<file path="src/rtl/tdpt_div.sv">
// restoring divider, one quotient bit per cycle
// standalone, used by trial_division_prime_test
module tdpt_div #(
  parameter int unsigned NUM_WIDTH = 32
) (
  input  logic                 clk,
  input  logic                 rst,
  input  logic                 go,
  input  logic [NUM_WIDTH-1:0] dividend,
  input  logic [NUM_WIDTH-1:0] divisor,
  output logic                 done,
  output logic [NUM_WIDTH-1:0] quotient,
  output logic [NUM_WIDTH-1:0] remainder
);

  localparam int unsigned CNT_W = $clog2(NUM_WIDTH);

  logic             active;
  logic [CNT_W-1:0] cnt;
  logic [NUM_WIDTH-1:0] rem;
  logic [NUM_WIDTH-1:0] quo;
  logic [NUM_WIDTH-1:0] dvs;

  logic [NUM_WIDTH:0]   shifted;
  logic [NUM_WIDTH:0]   diff;
  logic                 fits;
  logic [NUM_WIDTH-1:0] rem_next;
  logic [NUM_WIDTH-1:0] quo_next;

  // partial remainder stays below the divisor, so the shifted value fits in one extra bit
  always_comb begin
    shifted  = {rem, quo[NUM_WIDTH-1]};
    diff     = shifted - {1'b0, dvs};
    fits     = !diff[NUM_WIDTH];
    rem_next = fits ? diff[NUM_WIDTH-1:0] : shifted[NUM_WIDTH-1:0];
    quo_next = {quo[NUM_WIDTH-2:0], fits};
  end

  always_ff @(posedge clk) begin
    if (rst) begin
      active <= 1'b0;
      done   <= 1'b0;
      cnt    <= '0;
    end else if (go && !active) begin
      active <= 1'b1;
      done   <= 1'b0;
      cnt    <= '0;
      rem    <= '0;
      quo    <= dividend;
      dvs    <= divisor;
    end else if (active) begin
      rem <= rem_next;
      quo <= quo_next;
      cnt <= cnt + CNT_W'(1);
      if (cnt == CNT_W'(NUM_WIDTH - 1)) begin
        active <= 1'b0;
        done   <= 1'b1;
      end else begin
        done <= 1'b0;
      end
    end else begin
      done <= 1'b0;
    end
  end

  assign quotient  = quo;
  assign remainder = rem;

endmodule

</file>
<file path="config.mk">
export PLATFORM = sky130hd
export DESIGN_NAME = tdpt_div
export DESIGN_NICKNAME = d
export VERILOG_FILES = /design/src/rtl/tdpt_div.sv
export SDC_FILE = /design/constraint.sdc
export NUM_CORES = 1
export LEC_CHECK = 0
export BUFFER_PORTS_ARGS = -buffer_cell sky130_fd_sc_hd__buf_2
export CAP_MARGIN = 15
export CELL_PAD_IN_SITES_DETAIL_PLACEMENT = 1
export CELL_PAD_IN_SITES_GLOBAL_PLACEMENT = 2
export CORE_AREA = 5 5 136 138
export CTS_BUF_LIST = sky130_fd_sc_hd__clkbuf_8
export DETAILED_ROUTE_END_ITERATION = 10
export DIE_AREA = 0 0 141 143
export PLACE_DENSITY_LB_ADDON = 0.1
export SLEW_MARGIN = 10
export SYNTH_ARGS = -nofsm -noshare
export SYNTH_HDL_FRONTEND = slang
export SYNTH_SLANG_ARGS = --single-unit
</file>
<file path="constraint.sdc">
create_clock -name clk -period 4.95 [get_ports clk]
set_input_delay 0.2475 -clock clk [delete_from_list [all_inputs] [get_ports clk]]
set_output_delay 0.2475 -clock clk [all_outputs]
set_load 0.02 [all_outputs]
</file>
After elaboration in Yosys (flattened, before gate mapping)
Cells that the tools add are included.
{ "classes": {"n_bitwise": 2, "reduce_logical": 8, "n_eq_ne": 1, "n_mux": 8, "n_addsub": 2} }
{ "op_table": {"columns": ["op", "n"], "rows": [
  ["$mux W32", 4],
  ["$sub A33 B32 Y33", 1],
  ["$add A5 B1 Y5 const B", 1],
  ["$eq A5 B5 Y1 const B", 1],
  ["$mux W1", 4],
  ["$reduce_and A2 Y1", 2],
  ["$reduce_or A3 Y1", 1],
  ["$logic_not A1 Y1", 2],
  ["$not A1 Y1", 2],
  ["$reduce_bool A2 Y1", 1],
  ["$reduce_or A2 Y1", 1],
  ["$logic_and A1 B1 Y1", 1]
]} }
{ "totals": {"out_inout_bits": 65, "reg_bits": 103, "elab_cells": 27} }

Logic depth before layout (Yosys ltp)
Gate-level depths: netlist of run 1.
{ "depth": {"word_depth": 4, "ltp_mapped": 14, "ltp_nobuf": 12} }

Least setup slack after synthesis of run 1
No wires, ideal clock.
{ "synth_timing": {"kind": "register -> register", "start": "reg active", "end": "reg quo[0], in the netlist quotient[0], enable pin", "path_slack_ps": 1075, "path_buffers": 1, "t_required_ps": 4463, "path_stages_with_launch": 4, "arrival_time_ps": 3388, "path_cell_list": "dfxtp_1 clkbuf_1 nor2_1 nor2_1"} }
{ "synth_via": {"elab_chain_len": 4} }
{ "synth_rtl": {"columns": ["element", "line", "source"], "rows": [
  ["start: declaration", "18", "logic active;"],
  ["start signal: assignment", "41", "active <= 1'b0;"],
  ["start signal: assignment", "45", "active <= 1'b1;"],
  ["start signal: assignment", "56", "active <= 1'b0;"],
  ["$logic_not A1 Y1", "44", "end else if (go && !active) begin"],
  ["$logic_and A1 B1 Y1", "44", null],
  ["$reduce_bool A2 Y1 (no line) (*)", null, null],
  ["$reduce_and A2 Y1 (no line) (*)", null, null],
  ["end signal: assignment", "49", "quo <= dividend;"],
  ["end signal: assignment", "53", "quo <= quo_next;"],
  ["end: declaration", "21", "logic [NUM_WIDTH-1:0] quo;"]
]} }
Every way passes the cells marked *; elsewhere a longest branch is shown, timed or not.
A chain may end at the register's enable or synchronous reset.

Worst setup path after layout of run 1
{ "layout_timing": {"start": "reg quo[31], in the netlist quotient[31]", "end": "reg rem[19], in the netlist remainder[19], data pin"} }
{ "layout_via": {"elab_chain_len": 3} }
{ "layout_rtl": {"columns": ["element", "line", "source"], "rows": [
  ["$sub A33 B32 Y33", "33", "diff = shifted - {1'b0, dvs};"],
  ["$mux W32", "35", "rem_next = fits ? diff[NUM_WIDTH-1:0] : shifted[NUM_WIDTH-1:0];"],
  ["$mux W32", "51", "end else if (active) begin"],
  ["end signal: assignment", "52", "rem <= rem_next;"],
  ["end: declaration", "20", "logic [NUM_WIDTH-1:0] rem;"]
]} }
No other way between the ends. The select of a mux whose other input is x is not followed.

==> out/qor.yml, run 1 <==
worst_setup_path:
  r2r-start: "quotient[31]$_DFFE_PP_"
  reg2reg_to: "remainder[19]$_SDFFCE_PP0P_"
  endpoint_kind: "flop"
  cp_data_arrival_time_ns: 3.85
  crit_slowest_cell: "buf_4"
  critPathLaunch: "quotient[31]$_DFFE_PP_"
  critical_path_class: "reg -> reg"
  crit_path_start_kind: "flop"
  r2r_cells: 13
  max_stage_delay_ns: 0.54
  worstPathRequired_ns: 5.05
  critPathMaxFanout: 35
  r2r_slack_ns: 1.20
  path_cells: "inv_1, ha_1, fa_1, nand2b_1, a21oi_1, o21ai_1, a311oi_1, o2111ai_1, a31oi_1, xnor2_2, buf_4, mux2i_1, nor2_1"
sta:
  period_needed_ns: 3.75
  finalHoldViolCount: 0
  finClkSkew_ns: 0.0197
  setup_tns_ns: 0
  max_freq_mhz: 266
  slew_headroom_pct: 30.2
  slew_violations: 0
  worst_slew_pin_slew_ns: 1.04
  rsz0062_at_grt: "false"
  post-route-period-util_pct: 75.8
  setup_violations: 0
power:
  p_clk_share_pct: 22.5
  p_comb_share_pct: 34.2
  power.internal_mw: 1.67
  leakage_nw: 3.23
  vdd_drop_max_uv: 171
  p_per_area_nw_per_um2: 362
  swShare_pct: 35.7
  seqPwrFrac_pct: 43.4
  total_power_mw: 2.60
  p_sw_uw: 926
detailed_routing:
  drtIter0Drc: 111
  first_pass_iters: 4
  wl_per_cell_um: 17.0
  via_per_inst: 4.90
  routed_wl_um: 16200
  ant_nets: 0
  drcViolationCount: 0
  vias: 4670
synth:
  synth_async_sr_flop_share_pct: 0
  postSynthCellCount: 582
  synthesis.nets: 684
  syn_avg_cell_area_um2: 10.1
  synth-main-ff-cell: "edfxtp_1"
  ys_seq_area_share_pct: 51.4
  yosysWarningCount: 0
  synth-edff-count: 96
  synthesis.area_um2: 5880
  synth_seq_cells: 103
  synth_cell_types: 51
floorplanning:
  die_h_um: 143
  rows: 48
  initial_core_util_pct: 34.5
  coreArea_um2: 17100
  fp.dieArea_um2: 20200
  io_pins: 132
  die_w_um: 141
global_route:
  track_usage_pct: 16.2
  grt_use_met3_pct: 4.76
  grt_pass1_wl_um: 25900
  globalRouteMet2Util_pct: 29.7
  antenna_found_initial: 1
  grt_pass1_vias: 5060
  gr-total-overflow: 0
  busiest_layer: "met2"
  grt_max_degree: 43
  use_met1_pct: 18.2
finish:
  final_common_cell: "buf_2"
  layout-drive-gt1-share_pct: 22.1
  nets: 825
  syn2layout_area_growth_pct: 21.7
  mostFrequentLayoutCells: "buf_2, nand2_1, edfxtp_1"
  fillers: 2013
  fin_util_pct: 42.0
clock_network:
  cts_tree: "yes"
  cts-buffers-inserted: 9
  htree_levels: 3
  cts_buffer_depth: 2
  cts-root-buf: "clkbuf_8"
  clk_pin_slew_ns: 0.12
  clkSinkCount: 103
  clock_latency_ns: 0.40
run:
  cap_violations: 0
worst_hold_path:
  hp-start: "divisor[11]"
  min_to: "dvs[11]$_DFFE_PP_"
  holdPathStages: 1
  hold_path.class: "in -> reg"
place:
  place_congestion: 0.781
  io_buffers: 131
  dp_hpwl_um: 12000
run_status:
  status: "finished clean"
per-layer routing:
layer / share of wire, % / routed length (um)
met1: 42 / 6830
met5: 0 / 0
met3: 5.2 / 836
met4: 1.8 / 285
met2: 51 / 8220
what timing repair did:
item | in CTS | in global routing
resized for setup | 0 | 0
hold buffers | 14 | 4
hold endpoints to repair | 14 | 4
setup buffers | 0 | 0
power groups by stage:
stage / Clock, mW / Sequential, mW / Combinational [mW]
after floorplan: 0 / 1.21 / 0.585
after global placement: 0 / 1.14 / 0.869
after detailed placement: 0 / 1.15 / 0.891
after CTS: 0.616 / 1.13 / 0.904
after global routing: 0.651 / 1.14 / 0.991
final: 0.583 / 1.13 / 0.887
registers in the layout (all words and copies together) (netlist names):
signal     count
cnt            5
quotient      32
active         1
done           1
dvs           32
remainder     32
synthesized netlist by cell type (all sizes together), types with 2 or more instances:
| library cell | instances | area [um^2] |
|---|---|---|
| nand2 | 111 | 417 |
| edfxtp | 96 | 2880 |
| nor2 | 53 | 199 |
| inv | 41 | 154 |
| a21oi | 37 | 185 |
| ha | 34 | 425 |
| mux2i | 27 | 270 |
| o21ai | 20 | 100 |
| xnor2 | 15 | 131 |
| clkbuf | 14 | 52.6 |
| xor2 | 14 | 123 |
| a21o | 11 | 82.6 |
| buf | 9 | 61.3 |
| nand3 | 9 | 45.0 |
| nand2b | 8 | 50.1 |
| nor3 | 8 | 40.0 |
| dfxtp | 7 | 140 |
| nor2b | 6 | 37.5 |
| and3 | 5 | 31.3 |
| or2 | 5 | 31.3 |
| nand4 | 4 | 31.3 |
| nor3b | 4 | 30.0 |
| o211ai | 4 | 30.0 |
| o21bai | 4 | 30.0 |
| a211o | 3 | 26.3 |
| a211oi | 3 | 22.5 |
| and2 | 3 | 18.8 |
| or3 | 3 | 18.8 |
| a21boi | 2 | 15.0 |
| a221oi | 2 | 17.5 |
| a311oi | 2 | 17.5 |
| a31oi | 2 | 12.5 |
| a41oi | 2 | 17.5 |
| o2111ai | 2 | 17.5 |
| o21a | 2 | 15.0 |
critical path, delay by kind of cell, from the launching register on:
kind,cells,cell delay (ns)
AOI/OAI and AO/OA,5,1.12
xor gates and xnor gates,1,0.21
adders and majority gates,2,0.62
buffers and inverters,2,0.60
DFF,1,0.39
muxes,1,0.26
and+or+nand+nor,2,0.25
layout make-up:
type / instances / area (um^2) / share of cell area [%]
flip-flops and latches: 103 / 3020 / 42.2
clock buffers: 9 / 124 / 1.73
diodes: 1 / 2.50 / 0.0350
clock inverters: 7 / 85.1 / 1.19
repair buffers: 153 / 866 / 12.1
well taps: 225 / 282 / 3.93
inverters: 41 / 154 / 2.15
multi-input cells: 415 / 2620 / 36.6
how the worst max path moves through the flow:
stage,endpoint,slack [ns],cells after the start
2_1_floorplan,quotient[0]$_DFFE_PP_,1.08,3
3_3_place_gp,remainder[4]$_SDFFCE_PP0P_,1.38,13
3_5_place_dp,remainder[19]$_SDFFCE_PP0P_,1.18,13
4_1_cts,remainder[19]$_SDFFCE_PP0P_,1.12,13
5_1_grt,remainder[19]$_SDFFCE_PP0P_,0.88,13
6_report,remainder[19]$_SDFFCE_PP0P_,1.20,13
metrics by stage:
| step | setup WS, ns | cells | area [um^2] | hold slack [ns] |
|---|---|---|---|---|
| floorplan | 1.08 | 582 | 5880 | 0.346 |
| global placement | 1.38 | 919 | 6770 | 0.424 |
| detailed placement | 1.18 | 919 | 6770 | 0.426 |
| CTS | 1.12 | 949 | 7120 | 0.000297 |
| global route | 0.884 | 954 | 7160 | 0.000105 |
| finish | 1.20 | 954 | 7160 | 0.0336 |
cells by family after synthesis:
group | after synthesis | synth area share [%]
buffers and inverters | 64 | 4.55
adder cells (fa/ha/maj) | 35 | 7.57
flip-flops | 103 | 51.4
XOR/XNOR | 29 | 4.32
AO/OA/AOI/OAI | 102 | 11.0
multiplexers | 27 | 4.59
AND/OR/NAND/NOR | 222 | 16.6
(Power assumes the default switching activity.)
==> run 2: changes to the inputs <==
Clock period 4.95 ns to 3.5 ns, I/O delays scaled along.
==> run 2 against run 1 <==
Sequential cell count did not move. Final cell count increased by 2.5%. Sequential power up 41%. First-iteration DRC count increased by 41%.
==> out/qor.yml, run 2 (same netlist as run 1, synthesis figures left out) <==
detailed_routing:
  wl_per_cell_um: 17.1  # was 17.0 um
  via_per_inst: 4.91  # was 4.90
  ant_nets: 0  # unchanged
  drtIter0Drc: 157  # was 111
  routed_wl_um: 16700  # was 16,200 um
  drcViolationCount: 0  # unchanged
  vias: 4798  # was 4,670
  first_pass_iters: 4  # unchanged
power:
  power.internal_mw: 2.41  # was 1.67 mW
  total_power_mw: 3.77  # was 2.60 mW
  p_per_area_nw_per_um2: 502  # was 362 nW/um^2
  p_sw_mw: 1.36  # was 926 uW
  swShare_pct: 36.0  # was 35.7%
  p_clk_share_pct: 19.2  # was 22.5%
  vdd_drop_max_uv: 247  # was 171 uV
  leakage_nw: 3.38  # was 3.23 nW
  p_comb_share_pct: 38.6  # was 34.2%
  seqPwrFrac_pct: 42.2  # was 43.4%
sta:
  slew_headroom_pct: 31.1  # was 30.2%
  setup_violations: 0  # unchanged
  max_freq_mhz: 302  # was 266 MHz
  worst_slew_pin_slew_ns: 1.03  # was 1.04 ns
  finClkSkew_ns: 0.0146  # was 0.0197 ns
  period_needed_ns: 3.31  # was 3.75 ns
  fin_ws_ns: 0.187  # was 1.20 ns
  slew_violations: 0  # unchanged
  post-route-period-util_pct: 94.7  # was 75.8%
  finalHoldViolCount: 0  # unchanged
  setup_tns_ns: 0  # unchanged
  rsz0062_at_grt: "false"  # unchanged
global_route:
  grt_pass1_wl_um: 26600  # was 25,900 um
  gr-total-overflow: 0  # unchanged
  grt_pass1_vias: 5221  # was 5,060
  track_usage_pct: 16.6  # was 16.2%
  grt_max_degree: 41  # was 43
  antenna_found_initial: 0  # was 1
clock_network:
  cts-buffers-inserted: 9  # unchanged
  clk_pin_slew_ns: 0.11  # was 0.12 ns
  clock_latency_ns: 0.39  # was 0.40 ns
  cts-root-buf: "clkbuf_8"  # unchanged
  htree_levels: 3  # unchanged
  cts_buffer_depth: 2  # unchanged
  cts_tree: "yes"  # unchanged
  clkSinkCount: 103  # unchanged
finish:
  nets: 850  # was 825
  mostFrequentLayoutCells: "buf_2, nand2_1, edfxtp_1"  # unchanged
  syn2layout_area_growth_pct: 27.6  # was 21.7%
  layout-drive-gt1-share_pct: 23.6  # was 22.1%
  n_antenna_cell: 0  # was 1
  final_common_cell: "buf_2"  # unchanged
worst_hold_path:
  hold_path.class: "in -> reg"  # unchanged
floorplanning:
  die_h_um: 143  # unchanged
  fp.dieArea_um2: 20200  # unchanged
  coreArea_um2: 17100  # unchanged
  rows: 48  # unchanged
  die_w_um: 141  # unchanged
  initial_core_util_pct: 34.5  # unchanged
  io_pins: 132  # unchanged
run_status:
  status: "finished clean"  # unchanged
worst_setup_path:
  crit_path_frequent_cell: "a21o_1"
  critical_path_class: "reg -> reg"  # unchanged
  crit_slowest_cell: "edfxtp_1"  # was buf_4
  path_cells: "ha_1, a21o_1, a21o_1, a21oi_1, a21boi_0, o21ai_1, a31oi_4, xnor2_4, clkbuf_16, mux2i_1, nor2_1"  # was inv_1, ha_1, fa_1, nand2b_1, a21oi_1, o21ai_1, a311oi_1, o2111ai_1, a31oi_1, xnor2_2, buf_4, mux2i_1, nor2_1
  crit_path_start_kind: "flop"  # unchanged
  cp_data_arrival_time_ns: 3.42  # was 3.85 ns
  worstPathRequired_ns: 3.61  # was 5.05 ns
  critPathMaxFanout: 7  # was 35
  endpoint_kind: "flop"  # unchanged
  max_stage_delay_ns: 0.48  # was 0.54 ns
run:
  cap_violations: 0  # unchanged
place:
  dp_hpwl_um: 12100  # was 12,000 um
  io_buffers: 131  # unchanged
  dp_slack_ns: 0.135  # was 1.18 ns
  place_congestion: 0.776  # was 0.781
## run 2: cell types whose count changed in the layout (fill, tap and decap cells not counted), sizes merged
cell	change
clkbuf	+3
diode	-1
dlygate4sd3	+14
clkinvlp	-2
bufinv	-1
clkinv	+3
buf	+8
## run 2: layer usage
metal,vias to the layer above,GRT usage [%],routed length (um)
met2,107,29.7,8520
met5,-,0,0
li1,2368,-,-
met4,0,4.08,195
met3,14,5.12,980
met1,2309,19.4,7050
## run 2: power by group through the flow
stage | Clock (mW) | Sequential (mW) | Combinational [mW]
floorplan | 0 | 1.70 | 0.828
global placement | 0 | 1.62 | 1.28
detailed placement | 0 | 1.62 | 1.31
CTS | 0.762 | 1.59 | 1.34
global route | 0.814 | 1.61 | 1.61
finish | 0.726 | 1.59 | 1.45
## run 2: critical path, delay by kind of cell, from the launching register on
family          cells  cell delay (ns)
fa+ha+maj           1             0.43
flops               1             0.48
xor+xnor            1             0.46
mux                 1             0.18
buf+inv             1             0.26
compound gates      6             1.18
simple gates        1             0.05
## run 2: final timing paths
path | startpoint | end | slack [ns] | cells after the start
max | remainder[24]$_SDFFCE_PP0P_ | remainder[21]$_SDFFCE_PP0P_ | 0.19 | 11
min | dividend[20] | quotient[20]$_DFFE_PP_ | 0.04 | 3
min reg2reg | quotient[15]$_DFFE_PP_ | quotient[16]$_DFFE_PP_ | 0.56 | 2
max reg2reg | remainder[24]$_SDFFCE_PP0P_ | remainder[21]$_SDFFCE_PP0P_ | 0.19 | 11
## run 2: stage by stage
| stage | cells | hold slack, ns | util [%] | area [um^2] |
|---|---|---|---|---|
| floorplan | 582 | 0.274 | - | 5890 |
| global route | 978 | 0.00618 | 44.0 | 7510 |
| finish | 978 | 0.0390 | 44.0 | 7510 |
| detailed placement | 924 | 0.354 | 40.1 | 6840 |
| CTS | 972 | 0.00755 | 43.0 | 7330 |
| global placement | 924 | 0.352 | 40.1 | 6840 |
## run 2: repair_timing
item                                   CTS  global route
resized for setup                        0            11
endpoints found under the hold margin   32             0
setup endpoints to repair                0            30
hold buffers                            32             0
buffers inserted                         0             3
## run 2: cell type report
| type | instances | area, um^2 |
|---|---|---|
| inverters | 41 | 154 |
| clock buffers | 9 | 124 |
| repair buffers | 178 | 1180 |
| clock inverters | 7 | 47.5 |
| flip-flops and latches | 103 | 3020 |
| multi-input cells | 415 | 2700 |
| fillers | 1975 | 9550 |
| well taps | 225 | 282 |
==> run 3: changes to the inputs <==
Clock period 3.5 ns to 3.44 ns, I/O delays scaled along.
==> run 3 against run 2 <==
Worst setup slack improved by 0.027 ns. Global-route usage increased by 0.29 points. Clock skew increased by 0.0025 ns. First-iteration DRC count unchanged. Non-clock buffer count increased by 3. Sequential share of layout area decreased by 0.29 points. Core utilization increased by 0.32 points. Fmax increased by 2.7%. Final cell count increased by 0.31%. Combinational power increased by 3%. Count of clock-buffer cells in the layout increased by 1.
==> out/qor.yml, run 3 (same netlist as run 1, synthesis figures left out) <==
run_status:
  status: "finished clean"  # unchanged
clock_network:
  cts_tree: "yes"  # unchanged
  cts_buffer_depth: 2  # unchanged
  htree_levels: 3  # unchanged
  cts-root-buf: "clkbuf_8"  # unchanged
  clock_latency_ns: 0.40  # was 0.39 ns
  clk_pin_slew_ns: 0.12  # was 0.11 ns
  clkSinkCount: 103  # unchanged
  cts-buffers-inserted: 9  # unchanged
worst_hold_path:
  min_to: "quotient[14]$_DFFE_PP_"  # was quotient[20]$_DFFE_PP_
  hp-start: "dividend[14]"  # was dividend[20]
  hold_path.class: "in -> reg"  # unchanged
  holdPathStages: 3  # unchanged
worst_setup_path:
  r2r-start: "remainder[24]$_SDFFCE_PP0P_"  # unchanged
  endpoint_kind: "flop"  # unchanged
  cp_data_arrival_time_ns: 3.35  # was 3.42 ns
  critPathMaxFanout: 7  # unchanged
  critical_path_class: "reg -> reg"  # unchanged
  r2r_cells: 11  # unchanged
  reg2reg_to: "remainder[24]$_SDFFCE_PP0P_"  # was remainder[21]$_SDFFCE_PP0P_
  crit_path_start_kind: "flop"  # unchanged
  r2r_slack_ns: 0.21  # was 0.19 ns
  worstPathRequired_ns: 3.56  # was 3.61 ns
sta:
  worst_slew_pin_slew_ns: 1.01  # was 1.03 ns
  period_needed_ns: 3.23  # was 3.31 ns
  slew_headroom_pct: 32.8  # was 31.1%
  slew_violations: 0  # unchanged
  finalHoldViolCount: 0  # unchanged
  setup_violations: 0  # unchanged
  setup_tns_ns: 0  # unchanged
  finClkSkew_ns: 0.0171  # was 0.0146 ns
  max_freq_mhz: 310  # was 302 MHz
  post-route-period-util_pct: 93.8  # was 94.7%
  rsz0062_at_grt: "false"  # unchanged
  fin_ws_ns: 0.213  # was 0.187 ns
detailed_routing:
  ant_nets: 0  # unchanged
  routed_wl_um: 16900  # was 16,700 um
  drcViolationCount: 0  # unchanged
  wl_per_cell_um: 17.2  # was 17.1 um
  first_pass_iters: 5  # was 4
  vias: 4789  # was 4,798
  via_per_inst: 4.88  # was 4.91
  drtIter0Drc: 157  # unchanged
floorplanning:
  fp.dieArea_um2: 20200  # unchanged
  die_h_um: 143  # unchanged
  initial_core_util_pct: 34.5  # unchanged
  rows: 48  # unchanged
  coreArea_um2: 17100  # unchanged
  die_w_um: 141  # unchanged
  io_pins: 132  # unchanged
global_route:
  grt_use_met3_pct: 5.83  # was 5.12%
  grt_pass1_vias: 5276  # was 5,221
  track_usage_pct: 16.9  # was 16.6%
  gr-total-overflow: 0  # unchanged
  use_met1_pct: 19.2  # was 19.4%
  busiest_layer: "met2"  # unchanged
  grt_max_degree: 41  # unchanged
  grt_pass1_wl_um: 27100  # was 26,600 um
  globalRouteMet2Util_pct: 31.0  # was 29.7%
  antenna_found_initial: 0  # unchanged
place:
  place_congestion: 0.774  # was 0.776
  io_buffers: 131  # unchanged
  dp_hpwl_um: 12300  # was 12,100 um
  dp_cells: 927  # was 924
  dp_slack_ns: 0.0758  # was 0.135 ns
finish:
  final_common_cell: "buf_2"  # unchanged
  layout-drive-gt1-share_pct: 24.7  # was 23.6%
  finalNonFillerCells: 981  # was 978
  syn2layout_area_growth_pct: 28.5  # was 27.6%
  mostFrequentLayoutCells: "buf_2, nand2_1, edfxtp_1"  # unchanged
  n_antenna_cell: 0  # unchanged
  nets: 853  # was 850
run:
  cap_violations: 0  # unchanged
power:
  leakage_nw: 3.39  # was 3.38 nW
  p_per_area_nw_per_um2: 515  # was 502 nW/um^2
  vdd_drop_max_uv: 276  # was 247 uV
## run 3: changes by cell type in the layout (fill, tap and decap cells not counted), moves of 2 or more
cell | previous run | this run
mux2i_1 | 26 | 23
mux2i_2 | 1 | 4
buf_4 | 9 | 11
dlygate4sd3_1 | 32 | 34
ha_1 | 34 | 32
ha_2 | 0 | 2
inv_8 | 0 | 2
## run 3: layout make-up
cell class,count,area (um^2)
Inverter,41,154
Multi-Input combinational cell,415,2720
Tap cell,225,282
Sequential cell,103,3020
Timing Repair Buffer,181,1190
Clock buffer,10,138
Fill cell,1973,9490
Clock inverter,6,52.6
## run 3: layer usage
metal / vias up / wire length, um
li1: 2375 / -
met1: 2313 / 7140
met2: 92 / 8640
met4: 0 / 116
met3: 9 / 953
met5: - / 0
## run 3: worst max-delay path: stages (launching register included)
cell and delay (ns):
edfxtp_1 0.47, ha_1 0.43, a21o_1 0.22, a21o_1 0.21, a21oi_1 0.14, a21boi_0 0.10, o21ai_1 0.28, a31oi_4 0.17
xnor2_4 0.44, buf_12 0.20, mux2i_2 0.22, nor2_1 0.06
## run 3: how the worst max path moves through the flow
stage	from	to	slack (ns)	cells past startpoint
floorplan	quotient[31]$_DFFE_PP_	remainder[10]$_SDFFCE_PP0P_	0.35	14
global placement	quotient[31]$_DFFE_PP_	remainder[26]$_SDFFCE_PP0P_	0.24	13
detailed placement	quotient[31]$_DFFE_PP_	remainder[3]$_SDFFCE_PP0P_	0.08	13
CTS	quotient[31]$_DFFE_PP_	remainder[4]$_SDFFCE_PP0P_	0.05	13
global route	remainder[4]$_SDFFCE_PP0P_	remainder[4]$_SDFFCE_PP0P_	0.02	11
finish	remainder[24]$_SDFFCE_PP0P_	remainder[24]$_SDFFCE_PP0P_	0.21	11
## run 3: what timing repair did
action                     4_1_cts  5_1_grt
gates resized for setup          0       18
hold endpoints to repair        33        1
setup endpoints to repair        0       30
setup buffers                    0        1
hold buffers                    33        1
## run 3: power by group
part	switching (mW)	leakage [nW]	internal (mW)	total (mW)
clock network	0.487	0.103	0.298	0.785
logic	0.830	2.32	0.662	1.49
registers	0.0850	0.973	1.53	1.62
## run 3: through the flow
step / area (um^2) / hold slack, ns / total power [mW] / util [%]
2_1_floorplan: 5890 / 0.271 / 2.58 / -
4_1_cts: 7370 / 0.00130 / 3.82 / 43.2
3_3_place_gp: 6850 / 0.349 / 2.95 / 40.2
5_1_grt: 7560 / 0.00207 / 4.16 / 44.3
6_report: 7560 / 0.0274 / 3.90 / 44.3
3_5_place_dp: 6850 / 0.351 / 2.98 / 40.2
